<file path="src/hw/rtl/lte_pkg.sv">
// shared types and constants for the lifetime expiry table
package lte_pkg;

  localparam logic [2:0] FN_REG_ABS = 3'd0;
  localparam logic [2:0] FN_REG_REL = 3'd1;
  localparam logic [2:0] FN_UNREG   = 3'd2;
  localparam logic [2:0] FN_CLEAR   = 3'd3;
  localparam logic [2:0] FN_TICK    = 3'd4;

  localparam logic KIND_EXPIRED = 1'b0;
  localparam logic KIND_FULL    = 1'b1;

  localparam int MAX_RESULTS = 64;
  localparam int NW          = $clog2(MAX_RESULTS + 1);

  typedef struct packed {
    logic [2:0]  func;
    logic [31:0] object_id;
    logic [63:0] time_ms;
    logic [31:0] lifetime_ms;
  } lte_in_t;

  typedef struct packed {
    logic        kind;
    logic [31:0] expired_id;
    logic        last;
  } lte_out_t;

  typedef enum logic [1:0] {
    OP_STORE,
    OP_REMOVE,
    OP_TICK,
    OP_CLEAR
  } lte_op_t;

  typedef struct packed {
    lte_op_t     op;
    logic [31:0] id;
    logic [63:0] value;
  } lte_cmd_t;

  typedef struct packed {
    logic        used;
    logic [31:0] obj;
    logic [63:0] expiry;
  } lte_slot_t;

  typedef enum logic [1:0] {
    BK_CLEAR,
    BK_IDLE,
    BK_SCAN,
    BK_DONE
  } lte_bk_state_t;

endpackage

</file>
<file path="src/hw/rtl/lte_front.sv">
// front end: accepts input transactions and classifies them into commands
module lte_front import lte_pkg::*; (
  input  logic     clk,
  input  logic     rst_n,
  input  logic     in_valid,
  output logic     in_ready,
  input  lte_in_t  in_data,
  input  logic     init_busy,
  output logic     cmd_valid,
  input  logic     cmd_ready,
  output lte_cmd_t cmd_data
);

  logic     cmd_vld_r, cmd_vld_nxt;
  lte_cmd_t cmd_r, cmd_nxt;
  lte_cmd_t cls;
  logic     keep;
  logic     take;
  logic [64:0] sum;
  logic [63:0] sat;

  assign in_ready = !init_busy && (!cmd_vld_r || cmd_ready);
  assign take     = in_valid && in_ready;

  // saturating now + lifetime
  assign sum = {1'b0, in_data.time_ms} + {33'b0, in_data.lifetime_ms};
  assign sat = sum[64] ? {64{1'b1}} : sum[63:0];

  always_comb begin
    keep      = 1'b0;
    cls.op    = OP_TICK;
    cls.id    = in_data.object_id;
    cls.value = in_data.time_ms;
    case (in_data.func)
      FN_REG_ABS: begin
        keep   = in_data.object_id != 32'd0;
        cls.op = (in_data.time_ms == 64'd0) ? OP_REMOVE : OP_STORE;
      end
      FN_REG_REL: begin
        keep      = in_data.object_id != 32'd0;
        cls.op    = (in_data.lifetime_ms == 32'd0) ? OP_REMOVE : OP_STORE;
        cls.value = sat;
      end
      FN_UNREG: begin
        keep   = in_data.object_id != 32'd0;
        cls.op = OP_REMOVE;
      end
      FN_CLEAR: begin
        keep   = 1'b1;
        cls.op = OP_CLEAR;
      end
      FN_TICK: begin
        keep   = 1'b1;
        cls.op = OP_TICK;
      end
      default: begin
        keep = 1'b0;
      end
    endcase
  end

  always_comb begin
    cmd_vld_nxt = cmd_vld_r;
    cmd_nxt     = cmd_r;
    if (cmd_ready) begin
      cmd_vld_nxt = 1'b0;
    end
    if (take && keep) begin
      cmd_vld_nxt = 1'b1;
      cmd_nxt     = cls;
    end
  end

  always_ff @(posedge clk) begin
    if (!rst_n) begin
      cmd_vld_r <= 1'b0;
    end else begin
      cmd_vld_r <= cmd_vld_nxt;
    end
    cmd_r <= cmd_nxt;
  end

  assign cmd_valid = cmd_vld_r;
  assign cmd_data  = cmd_r;

endmodule

</file>
<file path="config.mk">
export PLATFORM = sky130hd
export DESIGN_NAME = lte_front
export DESIGN_NICKNAME = d
export VERILOG_FILES = /design/src/hw/rtl/lte_pkg.sv /design/src/hw/rtl/lte_front.sv
export SDC_FILE = /design/constraint.sdc
export NUM_CORES = 1
export LEC_CHECK = 0
export ABC_CLOCK_PERIOD_IN_PS = 9190
export BUFFER_PORTS_ARGS = -buffer_cell sky130_fd_sc_hd__buf_2
export CAP_MARGIN = 25
export CORE_ASPECT_RATIO = 0.75
export CORE_MARGIN = 2
export CORE_UTILIZATION = 30
export CTS_CLUSTER_SIZE = 12
export DETAILED_ROUTE_END_ITERATION = 8
export SYNTH_ARGS = -nofsm -noshare
export SYNTH_HDL_FRONTEND = slang
export SYNTH_SLANG_ARGS = --single-unit
</file>
<file path="constraint.sdc">
create_clock -name clk -period 9.19 [get_ports clk]
set_clock_uncertainty 0.1 [all_clocks]
set_input_delay 2.2975 -clock clk [delete_from_list [all_inputs] [get_ports clk]]
set_output_delay 2.2975 -clock clk [all_outputs]
set_load 0.05 [all_outputs]
</file>
==> results.ini <==
[sta]
rsz0062_at_grt = no
final_period_minus_worst_setup_slack_ps = 5390
final_total_negative_setup_slack_ps = 0
slew_viol_final = 0
fmax_mhz = 185.5
timing_worst_slew_pin_value_ps = 991.8
timing.final.hold_violations = 0
max_slew_margin_pct = 33.88
final_report_setup_violation_count = 0
minimum_setup_slack_in_the_final_design_ps = 3800
share_of_the_cycle_needed_by_the_critical_path_after_routing_pct = 58.65

[clock_network]
cts_tree = yes
gates_resized_cts_repair = 0
cts_htree_levels = 3
cts_inserted_buffers = 9
post-cts-setup-buffers = 0
cts.reportedPaths.clkPinSlew_ps = 80
clkSinkCount = 99
cts-root-buf = sky130_fd_sc_hd__clkbuf_16
clock_latency_ps = 350
ctsHoldBuffers = 0
clockBufferDepth = 2

[placement]
pre_cts_ws_ps = 3504
hpwlAfterDp_mm = 18.18
gp_congestion = 0.9498
port_buffers = 235

[routing]
detail_route.vias_per_cell = 5.397
drtPass1Iterations = 5
remaining_drc_errors = 0
detail_route.iter0.violations = 484
detail-route-antenna-nets = 0
totalWireLength_mm = 22.97
num_vias = 6120
routed_wl_per_cell_um = 20.26

[die]
fp.coreArea_mm2 = 0.02095
die-height_um = 129.9
dieArea_mm2 = 0.02231
floorplan.die.width_um = 171.8
ios = 236
std_cell_rows = 46
start_util_pct = 30.24

[global_routing]
gr-usage-all-layers_pct = 19.88
antenna_found_initial = 2
globalRoute.totalOverflow = 0
largest_net_degree_at_the_start_of_global_routing = 71
first_global_vias = 5584
grt_first_pass_wirelength_mm = 33.18

[synth]
mappedNetlistArea_mm2 = 0.006336
distinct_cell_type_count_of_the_synthesized_netlist = 60
synth-main-ff-cell = sky130_fd_sc_hd__edfxtp_1
count_of_flip_flops_with_a_built_in_enable_after_synthesis = 98
synth_top_family_by_area = simple AND/OR/NAND/NOR gates
syn_avg_cell_area_um2 = 10.25
seq_area_frac_synth_pct = 46.76
synth-async-reset-ratio_pct = 0
synthesis.instances = 618
synth-seq-cells = 99
synth-warning-count = 0
synth_largest_area_cell = sky130_fd_sc_hd__edfxtp_1
compound_gate_portion_of_the_synthesized_area_pct = 17.34
netlist_top_cells_area = sky130_fd_sc_hd__edfxtp_1 (46%), sky130_fd_sc_hd__ha_1 (6.3%), sky130_fd_sc_hd__nand2_1 (4.0%)
synth-adder-area-share_pct = 6.635
yosys-mux-area-fraction_pct = 0.3160
synth_simple_gate_area_share_pct = 20.87
mappedNetlistNets = 787
synthXorXnorAreaFrac_pct = 5.391
fraction_of_post_synthesis_cell_area_in_the_top_cell_type_by_area_pct = 46.45

[critical_path]
timing.setup.critical_path_class = input pin to flop
critical_path.endpoint_type = flop
crit_arrival_ps = 5450
worst-endpoint-required_ps = 9250
crit_fanout = 38
worstSetupStartpointType = input pin

[pwr]
total_leakage_power_nw = 3.148
total_power_mw = 1.228
vdd_drop_max_mv = 0.08353
pwr_density_cell_mw_per_mm2 = 151.7

[layout]
fin_util_pct = 38.64
design.final.nets = 1009
flow.area_growth_from_synthesis_pct = 27.76
post_route_cells_drive_above_1_share_pct = 31.95

[worst_hold_path]
timing.hold.worst.class = flop to flop

[outcome]
status = finished clean

[job]
maxCapViolations = 0

-- cells in the mapped netlist (all sizes together), types with 2 or more instances --
cell type,count
o21ai,30
o21bai,4
edfxtp,98
and3,7
o221a,3
o22ai,2
nor4,34
nand2,67
buf,11
or4b,3
o41ai,3
a221o,2
a2bb2oi,2
o21a,5
nand4,27
clkbuf,17
nor2,28
o31ai,6
mux2i,2
inv,8
a21oi,41
nor3,14
a21o,9
o22a,23
nor2b,3
a31oi,2
or4,13
or3,6
a211oi,8
nand3,33
xnor2,18
and4,6
xor2,21
ha,32
and2,3
o211ai,10
-- final cells by class --
| class | instances | area (um^2) |
|---|---|---|
| clock buffer | 9 | 225.2 |
| timing repair buffer | 239 | 1206 |
| clock inverter | 7 | 75.07 |
| antenna | 1 | 2.502 |
| multi-input combinational | 483 | 3233 |
| sequential | 99 | 2963 |
| tap | 288 | 360.3 |
| inverter | 8 | 30.03 |
| fill | 2206 | 12850 |
-- registers in the layout, summed over array words and instances, names as in the netlist --
name,flops
cmd_data,98
cmd_valid,1
-- worst paths after layout --
path                                        startpoint  slack (ps)  cells past startpoint                endpoint
worst max-delay path                       in_data[47]        3800                     10  cmd_data[19]$_DFFE_PP_
worst min-delay path            cmd_valid$_SDFFE_PN0P_         570                      2  cmd_valid$_SDFFE_PN0P_
worst max register to register  cmd_valid$_SDFFE_PN0P_        6200                      5   cmd_data[6]$_DFFE_PP_
worst min register to register  cmd_valid$_SDFFE_PN0P_         570                      2  cmd_valid$_SDFFE_PN0P_
-- cell families (layout without fill, tap and decap cells) --
group | count (synthesis) | in the layout
and+or+nand+nor | 249 | 249
AOI/OAI and AO/OA | 160 | 160
DFF | 99 | 99
xor gates and xnor gates | 39 | 39
buffers and inverters | 36 | 263
adders and majority gates | 33 | 33
muxes | 2 | 2
other | 0 | 1
-- where the power goes --
group	switching (mW)	internal (mW)
registers	0.00488	0.518
logic	0.210	0.104
clock network	0.197	0.194
total	0.412	0.816
-- metrics by stage --
| step | hold slack, ps | cell area [um^2] | instances |
|---|---|---|---|
| floorplan | 782.5 | 6336 | 618 |
| CTS | 581.4 | 8093 | 1133 |
| finish | 573.2 | 8095 | 1134 |
| global route | 604.6 | 8093 | 1133 |
| detailed placement | 569.1 | 7792 | 1117 |
| global placement | 564.7 | 7792 | 1117 |
-- worst max-delay path: stages --
cell and delay [ps]:
sky130_fd_sc_hd__buf_2 120, sky130_fd_sc_hd__ha_1 420, sky130_fd_sc_hd__nand4_1 140, sky130_fd_sc_hd__or4_1 580, sky130_fd_sc_hd__o221a_2 260, sky130_fd_sc_hd__nor3_2 260
sky130_fd_sc_hd__a21oi_2 90, sky130_fd_sc_hd__buf_4 230, sky130_fd_sc_hd__or4_4 790, sky130_fd_sc_hd__o211ai_1 210
-- placed cells by master, fill, tap and decap left out, types with 7 or more instances in the layout --
cell	n
sky130_fd_sc_hd__o211ai_1	10
sky130_fd_sc_hd__a21o_1	9
sky130_fd_sc_hd__nand4_1	27
sky130_fd_sc_hd__xnor2_1	18
sky130_fd_sc_hd__o21ai_0	30
sky130_fd_sc_hd__ha_1	32
sky130_fd_sc_hd__nor4_1	34
sky130_fd_sc_hd__nand2_1	67
sky130_fd_sc_hd__buf_2	235
sky130_fd_sc_hd__inv_1	8
sky130_fd_sc_hd__or4_1	12
sky130_fd_sc_hd__nor2_1	28
sky130_fd_sc_hd__nor3_1	13
sky130_fd_sc_hd__nand3_1	33
sky130_fd_sc_hd__xor2_1	21
sky130_fd_sc_hd__a211oi_1	8
sky130_fd_sc_hd__o22a_1	23
sky130_fd_sc_hd__edfxtp_1	98
sky130_fd_sc_hd__a21oi_1	40
sky130_fd_sc_hd__and3_1	7
sky130_fd_sc_hd__clkbuf_16	9
-- per-layer routing --
layer,up-vias,wire [um],GRT usage (%)
li1,2909,-,-
met1,2911,10980,28.90
met2,277,9713,29.93
met3,21,1986,4.853
met4,2,286,4.399
met5,-,11,0
(Power assumes the default switching activity.)
