**config.mk**
```make
export PLATFORM = sky130hd
export DESIGN_NAME = lte_fifo
export DESIGN_NICKNAME = d
export VERILOG_FILES = /design/src/hw/rtl/lte_fifo.sv
export SDC_FILE = /design/constraint.sdc
export NUM_CORES = 1
export LEC_CHECK = 0
export BUFFER_PORTS_ARGS = -buffer_cell sky130_fd_sc_hd__buf_2
export CAP_MARGIN = 20
export CORE_ASPECT_RATIO = 1.75
export CORE_MARGIN = 5
export CORE_UTILIZATION = 43
export CTS_CLUSTER_DIAMETER = 150
export DETAILED_ROUTE_END_ITERATION = 16
export GPL_TIMING_DRIVEN = 1
export PLACE_DENSITY_LB_ADDON = 0.25
export SYNTH_ARGS = -nofsm -noshare
export SYNTH_HDL_FRONTEND = slang
export SYNTH_SLANG_ARGS = --single-unit
```
**constraint.sdc**
```tcl
create_clock -name clk -period 3.3 [get_ports clk]
set_clock_uncertainty 0.2 [all_clocks]
set_input_delay 0.825 -clock clk [delete_from_list [all_inputs] [get_ports clk]]
set_output_delay 0.825 -clock clk [all_outputs]
set_load 0.02 [all_outputs]
```
**src/hw/rtl/lte_fifo.sv**
```systemverilog
// small command queue between front end and back end
module lte_fifo #(
  parameter int WIDTH = 8,
  parameter int DEPTH = 4
) (
  input  logic             clk,
  input  logic             rst_n,
  input  logic             push_valid,
  output logic             push_ready,
  input  logic [WIDTH-1:0] push_data,
  output logic             pop_valid,
  input  logic             pop_ready,
  output logic [WIDTH-1:0] pop_data
);

  localparam int PW = $clog2(DEPTH);
  localparam int CW = $clog2(DEPTH + 1);
  localparam logic [CW-1:0] DEPTH_C = CW'(DEPTH);
  localparam logic [PW-1:0] LAST_C  = PW'(DEPTH - 1);

  logic [WIDTH-1:0] mem_r [DEPTH];
  logic [PW-1:0] wp_r, wp_nxt, rp_r, rp_nxt;
  logic [CW-1:0] cnt_r, cnt_nxt;
  logic push, pop;

  assign push_ready = cnt_r != DEPTH_C;
  assign pop_valid  = cnt_r != '0;
  assign pop_data   = mem_r[rp_r];
  assign push       = push_valid && push_ready;
  assign pop        = pop_valid && pop_ready;

  always_comb begin
    wp_nxt  = wp_r;
    rp_nxt  = rp_r;
    cnt_nxt = cnt_r;
    if (push) begin
      wp_nxt = (wp_r == LAST_C) ? '0 : wp_r + 1'b1;
    end
    if (pop) begin
      rp_nxt = (rp_r == LAST_C) ? '0 : rp_r + 1'b1;
    end
    if (push && !pop) begin
      cnt_nxt = cnt_r + 1'b1;
    end else if (pop && !push) begin
      cnt_nxt = cnt_r - 1'b1;
    end
  end

  always_ff @(posedge clk) begin
    if (!rst_n) begin
      wp_r  <= '0;
      rp_r  <= '0;
      cnt_r <= '0;
    end else begin
      wp_r  <= wp_nxt;
      rp_r  <= rp_nxt;
      cnt_r <= cnt_nxt;
    end
    if (push) begin
      mem_r[wp_r] <= push_data;
    end
  end

endmodule

```
==> results of run 1 <==
## cells in the mapped netlist, types with 2 or more instances
cell	count	area (sq um)
and3_2	4	30.03
dfxtp_1	9	180.2
edfxtp_1	32	960.9
ha_1	6	75.07
inv_1	3	11.26
mux2i_1	2	20.02
mux4_2	8	180.2
nand2_1	5	18.77
nand3_1	2	10.01
nor2_1	2	7.510
o21ai_0	4	20.02
or3_2	2	15.01
## metrics by stage
step	cell area [sq um]	util
2_1_floorplan	1635	-
3_3_place_gp	1780	0.4858
3_5_place_dp	1780	0.4858
4_1_cts	1863	0.5084
5_1_grt	1863	0.5084
6_report	1863	0.5084
## sequential cells by signal (all words and copies together) (netlist names), named ones only
| name | flops |
|---|---|
| cnt_r | 3 |
| mem_r | 32 |
| rp_r | 2 |
| wp_r | 2 |
## power groups by stage
| stage | Sequential, mW | Clock [mW] | Combinational (mW) |
|---|---|---|---|
| detailed placement | 0.719 | 0 | 0.413 |
| finish | 0.704 | 0.304 | 0.406 |
| floorplan | 0.679 | 0 | 0.337 |
| global placement | 0.714 | 0 | 0.400 |
| CTS | 0.708 | 0.312 | 0.416 |
| global route | 0.720 | 0.338 | 0.454 |
## metal layers
layer / up-vias / global-route usage / part of all wire
li1: 401 / - / -
met1: 421 / 0.1092 / 0.37
met2: 20 / 0.1902 / 0.54
met3: 6 / 0.04113 / 0.061
met4: 0 / 0.07129 / 0.030
met5: - / 0 / 0
## cells in the final DEF, fill, tap and decap left out, types with 2 or more instances in the layout
cell type and n:
mux2i_1 2, dfxtp_1 9, nor2_1 2, or3_2 2, inv_1 3, mux4_2 8
edfxtp_1 32, clkinv_2 2, clkbuf_8 5, buf_2 21, nand2_1 5, o21ai_0 4
nand3_1 2, ha_1 6, and3_2 4
## layout make-up
| class | instances | area share |
|---|---|---|
| inverter | 3 | 0.006044 |
| multi-input combinational | 45 | 0.2498 |
| clock buffer | 6 | 0.03895 |
| timing repair buffer | 21 | 0.05641 |
| sequential | 41 | 0.6125 |
| clock inverter | 2 | 0.005373 |
| tap | 46 | 0.03089 |
## worst max-delay path, stage by stage, from the launching register on
cell and delay, ns:
dfxtp_1 0.66, mux4_2 0.57, buf_2 0.17
## worst max path at each step
stage,end,depth (start not counted)
3_3_place_gp,cnt_r[2],8
5_1_grt,pop_data[2],2
6_report,pop_data[2],2
2_1_floorplan,cnt_r[2],7
3_5_place_dp,cnt_r[2],8
4_1_cts,pop_data[2],2
## kinds of logic after synthesis
kind of cell,count (synthesis),share of synthesized area
XOR/XNOR,2,0.01071
multiplexers,10,0.1224
AO/OA/AOI/OAI,6,0.02143
AND/OR/NAND/NOR,20,0.07193
flip-flops,41,0.6978
buffers and inverters,7,0.01759
adder cells (fa/ha/maj),7,0.05815
==> results.py, run 1 <==
metrics = {
    "setup_path": {
        "cp.arrival_ns": 1.70,
        "crit_required_ns": 2.27,
        "reg2regPathDepth": 7,
        "r2r_end": "cnt_r[2]",
        "r2r-start": "cnt_r[0]",
        "r2r_setup_slack_ns": 0.68,
        "worstPathMaxFanout": 8,
        "startpoint_type": "flip-flop",
        "end_kind": "output port",
        "critical_path_class": "flip-flop to output port",
    },
    "finish": {
        "syn_to_final_growth_pct": 13.93,
        "layout.area.seq_sq_mm": 0.001141,
        "post_route_cells_drive_above_1_share": 0.3644,
        "nFillCells": 330,
        "fin_cells": 164,
        "n_antenna_cell": 0,
        "fin_nets": 136,
        "multi_input_area_sq_um": 465.4,
    },
    "clock_network": {
        "cts_buffers": 5,
        "clock_path_buffers": 2,
        "cts_setup_buffers": 0,
        "cts_tree": "built",
        "clock-sinks": 41,
        "path_clk_slew_ns": 0.07,
        "htree_num_levels": 2,
        "ctsResizeCount": 0,
        "clock-root-buffer": "clkbuf_8",
        "ctsHoldBuffers": 0,
        "clock_latency_ns": 0.29,
    },
    "yosys": {
        "synth_area_per_cell_sq_um": 17.58,
        "yosys_warnings": 0,
        "seq_area_frac_synth": 0.6978,
        "syn_area_sq_mm": 0.001635,
        "async_reset_ff_frac": 0,
        "synth_nets": 112,
        "synth-edff-count": 32,
        "synth_cell_types": 26,
        "synthCells": 93,
        "yosys_register_bits": 41,
        "ys.flop_type": "edfxtp_1",
    },
    "pwr": {
        "switching_share": 0.3088,
        "power_frac_clock": 0.215,
        "p_comb_frac": 0.287,
        "powerDensity_mw_per_mm2": 759.3,
        "sequentialPowerShare": 0.498,
        "peakVddDrop_uv": 481.5,
        "power.total_mw": 1.415,
        "p_int_mw": 0.9777,
        "p_leak_nw": 0.6796,
        "switching_power_mw": 0.4369,
    },
    "global_route": {
        "grt_max_degree": 13,
        "gr-usage-all-layers": 0.1110,
        "grt_pass1_vias": 906,
        "grt_pass1_wl_microns": 4243,
        "grt-ovfl-total": 0,
        "antenna_found_initial": 0,
    },
    "run": {
        "drv_cap": 0,
    },
    "die": {
        "core_sq_mm": 0.003665,
        "row_count": 29,
        "die_x_microns": 56.62,
        "die_area_sq_mm": 0.005185,
        "start_util": 0.4462,
        "die_h_microns": 91.58,
        "top_level_ports": 22,
    },
    "worst_hold_path": {
        "hp-start": "wp_r[1]",
        "whs_path_depth": 2,
        "hold_end": "wp_r[1]",
        "hp-class": "flip-flop to flip-flop",
    },
    "detailed_routing": {
        "drc": 0,
        "viasPerCell": 5.171,
        "wire_per_inst_microns": 14.77,
        "ant_nets": 0,
        "drtIter0Drc": 15,
        "drt-pass1-iter-count": 2,
        "wl_microns": 2423,
        "num_vias": 848,
    },
    "timing": {
        "hold_viol_final": 0,
        "tightestPinTransition_ns": 0.5399,
        "setup_violations": 0,
        "setup-tns-final_ns": 0,
        "slew_viol_final": 0,
        "slew_headroom": 0.6396,
        "finalWorstSetupSlack_ns": 0.5755,
        "whs_ns": 0.2984,
        "clock.fmax_mhz": 367.0,
        "rsz0062_at_grt": "false",
        "fin_crit_ns": 2.724,
        "fin_crit_sh": 0.8256,
    },
    "placed_design": {
        "dp_cells": 156,
        "gp_congestion": 0.7155,
        "hpwl_microns": 1783,
        "io_buffers": 21,
        "pre_cts_ws_ns": 0.4561,
    },
    "run_status": {
        "status": "finished clean",
    },
}
Note: power is estimated with default switching activity, not from simulation.
==> run 2, diff against run 1 <==
--- a/config.mk
+++ b/config.mk
@@ -5,6 +5,7 @@
 export SDC_FILE = /design/constraint.sdc
 export NUM_CORES = 1
 export LEC_CHECK = 0
+export ABC_AREA = 1
 export BUFFER_PORTS_ARGS = -buffer_cell sky130_fd_sc_hd__buf_2
 export CAP_MARGIN = 20
 export CORE_ASPECT_RATIO = 1.75
==> constraint.sdc (replaced) <==
create_clock -name clk -period 2.6 [get_ports clk]
set_clock_uncertainty 0.2 [all_clocks]
set_input_delay 0.65 -clock clk [delete_from_list [all_inputs] [get_ports clk]]
set_output_delay 0.65 -clock clk [all_outputs]
set_load 0.02 [all_outputs]
==> run 2 against run 1 <==
  * Register-to-register slack lost 0.10 ns
  * Routed wire length rose by 28%
  * Die area increased by 2.9%
  * Non-clock buffer count is 5 higher
  * Sequential share of layout area fell by 2.8 points
  * First-iteration DRC count up 80%
  * Clock power up 25%
  * Sequential cell count is the same
  * Setup slack lost 0.34 ns
  * Combinational power up 72%
  * Utilization rose by 0.18 points
  * Total power up 39%
  * Critical path type unchanged
==> results.py, run 2 <==
metrics = {
    "run_status": {
        "status": "finished clean",
    },
    "clock_network": {
        "cts_setup_buffers": 0,
        "ctsResizeCount": 0,
        "clock-sinks": 41,
        "clock-root-buffer": "clkbuf_8",
        "cts_tree": "built",
        "clock_path_buffers": 2,
        "path_clk_slew_ns": 0.07,
        "clock_latency_ns": 0.28,
        "ctsHoldBuffers": 0,
        "cts_buffers": 5,
        "htree_num_levels": 2,
    },
    "placed_design": {
        "gp_congestion": 0.7050,
        "hpwl_microns": 2226,
        "dpl_cell_area_sq_mm": 0.001871,
        "io_buffers": 21,
    },
    "yosys": {
        "seq_area_frac_synth": 0.6751,
        "ys.flop_type": "edfxtp_1",
        "yosysTopAreaCellShare": 0.5685,
        "syn_area_sq_mm": 0.001690,
        "synth_area_per_cell_sq_um": 11.58,
        "synth_nets": 165,
        "synthCells": 146,
        "async_reset_ff_frac": 0,
        "yosys_register_bits": 41,
        "synth_cell_types": 19,
        "synthTopCellsByCount": "edfxtp_1, nor2_1, inv_1, o21ai_0, nand2_1",
        "yosys_warnings": 0,
        "synth_top_cell_by_area": "edfxtp_1",
        "synthTopCellsByArea": "edfxtp_1, dfxtp_1, nor2_1, ha_1, o21ai_0",
        "synth-edff-count": 32,
    },
    "pwr": {
        "peakVddDrop_uv": 556.2,
        "powerDensity_mw_per_mm2": 1008,
        "p_leak_nw": 0.7863,
    },
    "setup_path": {
        "crit_path_max_incr_delay_ns": 0.43,
        "path_buf_inv": 2,
        "cp_top_family": "buffers and inverters",
        "critPathSlowestCell": "dfxtp_1",
        "critical_path_class": "flip-flop to output port",
        "r2r-start": "cnt_r[1]",
        "startpoint_type": "flip-flop",
        "end_kind": "output port",
        "crit_required_ns": 1.75,
        "reg2regPathDepth": 12,
        "r2r_setup_slack_ns": 0.58,
        "cp.arrival_ns": 1.51,
        "cp_cell_sequence": "inv_1 > o21ai_0 > o22ai_1 > buf_2",
        "r2r_end": "cnt_r[2]",
        "worstPathMaxFanout": 9,
    },
    "global_route": {
        "grt-ovfl-total": 0,
        "grt_pass1_vias": 1121,
        "grt_max_degree": 17,
        "antenna_found_initial": 0,
        "gr-usage-all-layers": 0.1248,
        "grt_pass1_wl_microns": 4850,
    },
    "timing": {
        "setup-tns-final_ns": 0,
        "rsz0062_at_grt": "false",
        "setup_violations": 0,
        "slew_viol_final": 0,
        "fin_crit_ns": 2.361,
        "slew_headroom": 0.7393,
        "tightestPinTransition_ns": 0.3905,
        "clock.fmax_mhz": 423.5,
        "hold_viol_final": 0,
        "fin_crit_sh": 0.9082,
    },
    "die": {
        "die_x_microns": 57.40,
        "die_area_sq_mm": 0.005334,
        "row_count": 30,
        "core_sq_mm": 0.003829,
        "top_level_ports": 22,
        "die_h_microns": 92.94,
        "start_util": 0.4415,
    },
    "detailed_routing": {
        "drt-pass1-iter-count": 4,
        "drc": 0,
        "ant_nets": 0,
        "drtIter0Drc": 27,
        "wl_microns": 3108,
        "viasPerCell": 4.996,
        "num_vias": 1129,
        "wire_per_inst_microns": 13.75,
    },
    "finish": {
        "nFillCells": 364,
        "largest_reg_flops": 32,
        "n_antenna_cell": 0,
        "regMostFlops": "mem_r",
        "post_route_cells_drive_above_1_share": 0.2247,
        "fin_nets": 196,
        "mostFrequentLayoutCells": "nor2_1, edfxtp_1, buf_2, inv_1, o21ai_0",
        "syn_to_final_growth_pct": 15.54,
        "stdcell_area_sq_mm": 0.001953,
        "reg_top3": "mem_r x32, cnt_r x3",
    },
    "worst_hold_path": {
        "whs_path_depth": 2,
        "hp-start": "cnt_r[0]",
        "hp-class": "flip-flop to flip-flop",
        "hold_end": "cnt_r[0]",
    },
    "run": {
        "drv_cap": 0,
    },
}
run 2: cell types whose count changed in the layout (fill, tap and decap cells not counted), sizes merged, moves of 5 or more:
cell and change:
buf +5, inv +14, mux4 -8, nand2 +10, nor2 +31, o21ai +14
o22ai +8
run 2: cell type report:
| cell class | instances | area (sq um) | area share |
|---|---|---|---|
| clock buffers | 6 | 72.57 | 0.03716 |
| repair buffers | 26 | 142.6 | 0.07303 |
| multi-input cells | 86 | 462.9 | 0.2370 |
| inverters | 17 | 63.81 | 0.03267 |
| flip-flops and latches | 41 | 1141 | 0.5842 |
| well taps | 48 | 60.06 | 0.03075 |
| clock inverters | 2 | 10.01 | 0.005125 |
run 2: how the worst max path moves through the flow:
stage	from	end	slack, ns	cells past startpoint
floorplan	push_valid	cnt_r[1]	0.63	7
detailed placement	push_valid	cnt_r[1]	0.42	8
CTS	flip-flop	pop_data[0]	0.22	4
finish	flip-flop	pop_data[0]	0.24	4
global route	flip-flop	pop_data[0]	0.09	4
global placement	push_valid	cnt_r[1]	0.47	8
run 2: stage by stage:
step | std cells | hold WS [ns] | setup WS (ns) | util | power [mW]
detailed placement | 218 | 0.3215 | 0.4160 | 0.4886 | 1.608
finish | 226 | 0.3284 | 0.2387 | 0.5101 | 1.969
floorplan | 146 | 0.2905 | 0.6315 | - | 1.386
global route | 226 | 0.3564 | 0.09225 | 0.5101 | 2.114
CTS | 226 | 0.3335 | 0.2190 | 0.5101 | 1.991
global placement | 218 | 0.3028 | 0.4678 | 0.4886 | 1.559
run 2: power breakdown:
group | internal (mW) | switching [mW] | total [mW] | leakage [nW]
Sequential | 0.815 | 0.0756 | 0.890 | 0.368
Combinational | 0.240 | 0.458 | 0.698 | 0.374
Clock | 0.186 | 0.195 | 0.380 | 0.0450
Total | 1.24 | 0.728 | 1.97 | 0.786
run 2: kinds of logic (layout without fill, tap and decap cells):
family                     Yosys count  after routing  share of synthesized area
and+or+nand+nor                     51             51                     0.1221
DFF                                 41             41                     0.6751
AOI/OAI and AO/OA                   28             28                    0.09549
buffers and inverters               19             51                    0.05107
adders and majority gates            7              7                    0.05625
run 2: metal layers:
layer / track usage / vias to the layer above / share of wire
li1: - / 559 / -
met1: 0.1218 / 535 / 0.37
met2: 0.2217 / 27 / 0.56
met3: 0.04045 / 8 / 0.042
met4: 0.07157 / 0 / 0.033
met5: 0 / - / 0
run 2: worst register-to-register path, cell delays in order (launching register included):
cell	delay (ns)
dfxtp_1	0.35
nor2_2	0.16
nand2_1	0.09
nand2_1	0.17
ha_1	0.19
inv_1	0.06
fa_1	0.38
inv_1	0.06
nand2_1	0.06
nand3_1	0.07
nand2_1	0.05
inv_1	0.05
nor2_1	0.03
==> run 3, diff against run 2 <==
--- a/config.mk
+++ b/config.mk
@@ -6,13 +6,15 @@
 export NUM_CORES = 1
 export LEC_CHECK = 0
 export ABC_AREA = 1
-export BUFFER_PORTS_ARGS = -buffer_cell sky130_fd_sc_hd__buf_2
 export CAP_MARGIN = 20
+export CELL_PAD_IN_SITES_DETAIL_PLACEMENT = 2
+export CELL_PAD_IN_SITES_GLOBAL_PLACEMENT = 2
 export CORE_ASPECT_RATIO = 1.75
 export CORE_MARGIN = 5
-export CORE_UTILIZATION = 43
+export CORE_UTILIZATION = 40
 export CTS_CLUSTER_DIAMETER = 150
 export DETAILED_ROUTE_END_ITERATION = 16
+export DONT_BUFFER_PORTS = 1
 export GPL_TIMING_DRIVEN = 1
 export PLACE_DENSITY_LB_ADDON = 0.25
 export SYNTH_ARGS = -nofsm -noshare
==> run 3 against run 2 <==
  * Sequential cell count stayed put
  * Setup slack got worse by 0.054 ns
  * Total power down 3.2%
  * Sequential power rose by 0.6%
  * Critical path type unchanged
  * Largest power group unchanged
==> results.py, run 3 (synthesis results as in run 2) <==
metrics = {
    "setup_path": {
        "crit_required_ns": 1.75,
        "r2r-start": "cnt_r[1]",
        "r2r_setup_slack_ns": 0.37,
        "r2r_end": "cnt_r[2]",
        "critical_path_class": "flip-flop to output port",
        "startpoint_type": "flip-flop",
        "worstPathMaxFanout": 9,
        "cp.arrival_ns": 1.57,
        "end_kind": "output port",
        "worstSetupEndpoint": "pop_data[1]",
        "reg2regPathDepth": 12,
    },
    "global_route": {
        "grt_pass1_wl_microns": 6023,
        "antenna_found_initial": 0,
        "grt_pass1_vias": 1218,
        "grt_max_degree": 17,
        "grt-ovfl-total": 0,
        "gr-usage-all-layers": 0.1476,
    },
    "finish": {
        "nFillCells": 449,
        "fin_nets": 176,
        "post_route_cells_drive_above_1_share": 0.1139,
        "mostFrequentLayoutCells": "nor2_1, edfxtp_1, inv_1, o21ai_0, nand2_1",
        "reg_top3": "mem_r x32, cnt_r x3",
        "n_antenna_cell": 0,
        "syn_to_final_growth_pct": 9.697,
        "fin_cells": 207,
        "largest_reg_flops": 32,
        "fin_util": 0.4510,
        "regMostFlops": "mem_r",
    },
    "pwr": {
        "p_int_mw": 1.189,
        "powerDensity_mw_per_mm2": 1028,
        "p_comb_frac": 0.328,
        "switching_share": 0.3761,
        "sequentialPowerShare": 0.470,
        "p_leak_nw": 0.7049,
        "peakVddDrop_uv": 534.0,
        "switching_power_mw": 0.7166,
        "power_frac_clock": 0.202,
    },
    "detailed_routing": {
        "wl_microns": 3626,
        "viasPerCell": 5.150,
        "wire_per_inst_microns": 17.52,
        "num_vias": 1066,
        "drtIter0Drc": 57,
        "ant_nets": 0,
        "drc": 0,
        "drt-pass1-iter-count": 3,
    },
    "die": {
        "row_count": 31,
        "start_util": 0.4111,
        "die_area_sq_mm": 0.005677,
        "top_level_ports": 22,
        "die_h_microns": 96.00,
        "core_sq_mm": 0.004111,
        "die_x_microns": 59.14,
    },
    "worst_hold_path": {
        "hp-class": "input port to flip-flop",
    },
    "timing": {
        "fin_crit_ns": 2.416,
        "hold_viol_final": 0,
        "fin_crit_sh": 0.9291,
        "setup-tns-final_ns": 0,
        "tightestPinTransition_ns": 0.5371,
        "setup_violations": 0,
        "slew_headroom": 0.6472,
        "finalWorstSetupSlack_ns": 0.1844,
        "rsz0062_at_grt": "false",
        "clock.fmax_mhz": 414.0,
        "slew_viol_final": 0,
    },
    "placed_design": {
        "io_buffers": 0,
        "dp_cells": 199,
        "pre_cts_ws_ns": 0.3509,
        "hpwl_microns": 2744,
        "gp_congestion": 0.7374,
    },
    "clock_network": {
        "ctsResizeCount": 0,
        "clock_latency_ns": 0.28,
        "path_clk_slew_ns": 0.08,
        "htree_num_levels": 2,
        "clock-root-buffer": "clkbuf_8",
        "cts_buffers": 5,
        "clock-sinks": 41,
        "ctsHoldBuffers": 0,
        "clock_path_buffers": 2,
        "cts_setup_buffers": 0,
        "cts_tree": "built",
    },
    "run_status": {
        "status": "finished clean",
    },
    "run": {
        "drv_cap": 0,
    },
}
==> run 3: cell count changes in the layout (fill, tap and decap cells not counted), sizes merged <==
cell,previous run,this run
clkinv,2,1
clkbuf,6,7
buf,26,6
==> run 3: power groups by stage <==
stage,Combinational [mW],Clock (mW),Sequential [mW]
2_1_floorplan,0.502,0,0.884
6_report,0.626,0.385,0.895
5_1_grt,0.712,0.437,0.912
4_1_cts,0.647,0.402,0.899
3_5_place_dp,0.645,0,0.912
3_3_place_gp,0.603,0,0.902
==> run 3: layout make-up <==
type | count | area (sq um) | area share
flip-flops and latches | 41 | 1141 | 0.6154
multi-input cells | 86 | 462.9 | 0.2497
clock buffers | 7 | 76.32 | 0.04116
inverters | 17 | 63.81 | 0.03441
well taps | 49 | 61.31 | 0.03306
repair buffers | 6 | 45.04 | 0.02429
clock inverters | 1 | 3.754 | 0.002024
==> run 3: worst max-delay path: stages (launching register included) <==
cell,delay (ns)
dfxtp_1,0.40
inv_1,0.27
o21ai_0,0.17
o22ai_1,0.44
==> run 3: how the worst min path moves through the flow <==
stage,startpoint,end,cells after the start,slack [ns]
floorplan,cnt_r[0],cnt_r[0],2,0.29
global placement,cnt_r[0],cnt_r[0],2,0.31
finish,push_data[3],mem_r[3][3],0,0.26
detailed placement,cnt_r[0],cnt_r[0],2,0.33
global route,push_data[0],mem_r[1][0],0,0.23
CTS,push_data[0],mem_r[1][0],0,0.24
==> run 3: stage by stage <==
| step | total power [mW] | hold slack, ns | area [sq um] |
|---|---|---|---|
| 3_3_place_gp | 1.505 | 0.3071 | 1774 |
| 5_1_grt | 2.061 | 0.2338 | 1854 |
| 3_5_place_dp | 1.558 | 0.3297 | 1774 |
| 2_1_floorplan | 1.386 | 0.2905 | 1690 |
| 4_1_cts | 1.948 | 0.2435 | 1854 |
| 6_report | 1.905 | 0.2554 | 1854 |
==> run 3: routing by layer <==
metal | part of all wire | GRT usage | vias to the layer above
met3 | 0.044 | 0.04161 | 6
met2 | 0.55 | 0.2666 | 23
li1 | - | - | 515
met1 | 0.39 | 0.1531 | 522
met4 | 0.021 | 0.06805 | 0
met5 | 0 | 0 | -
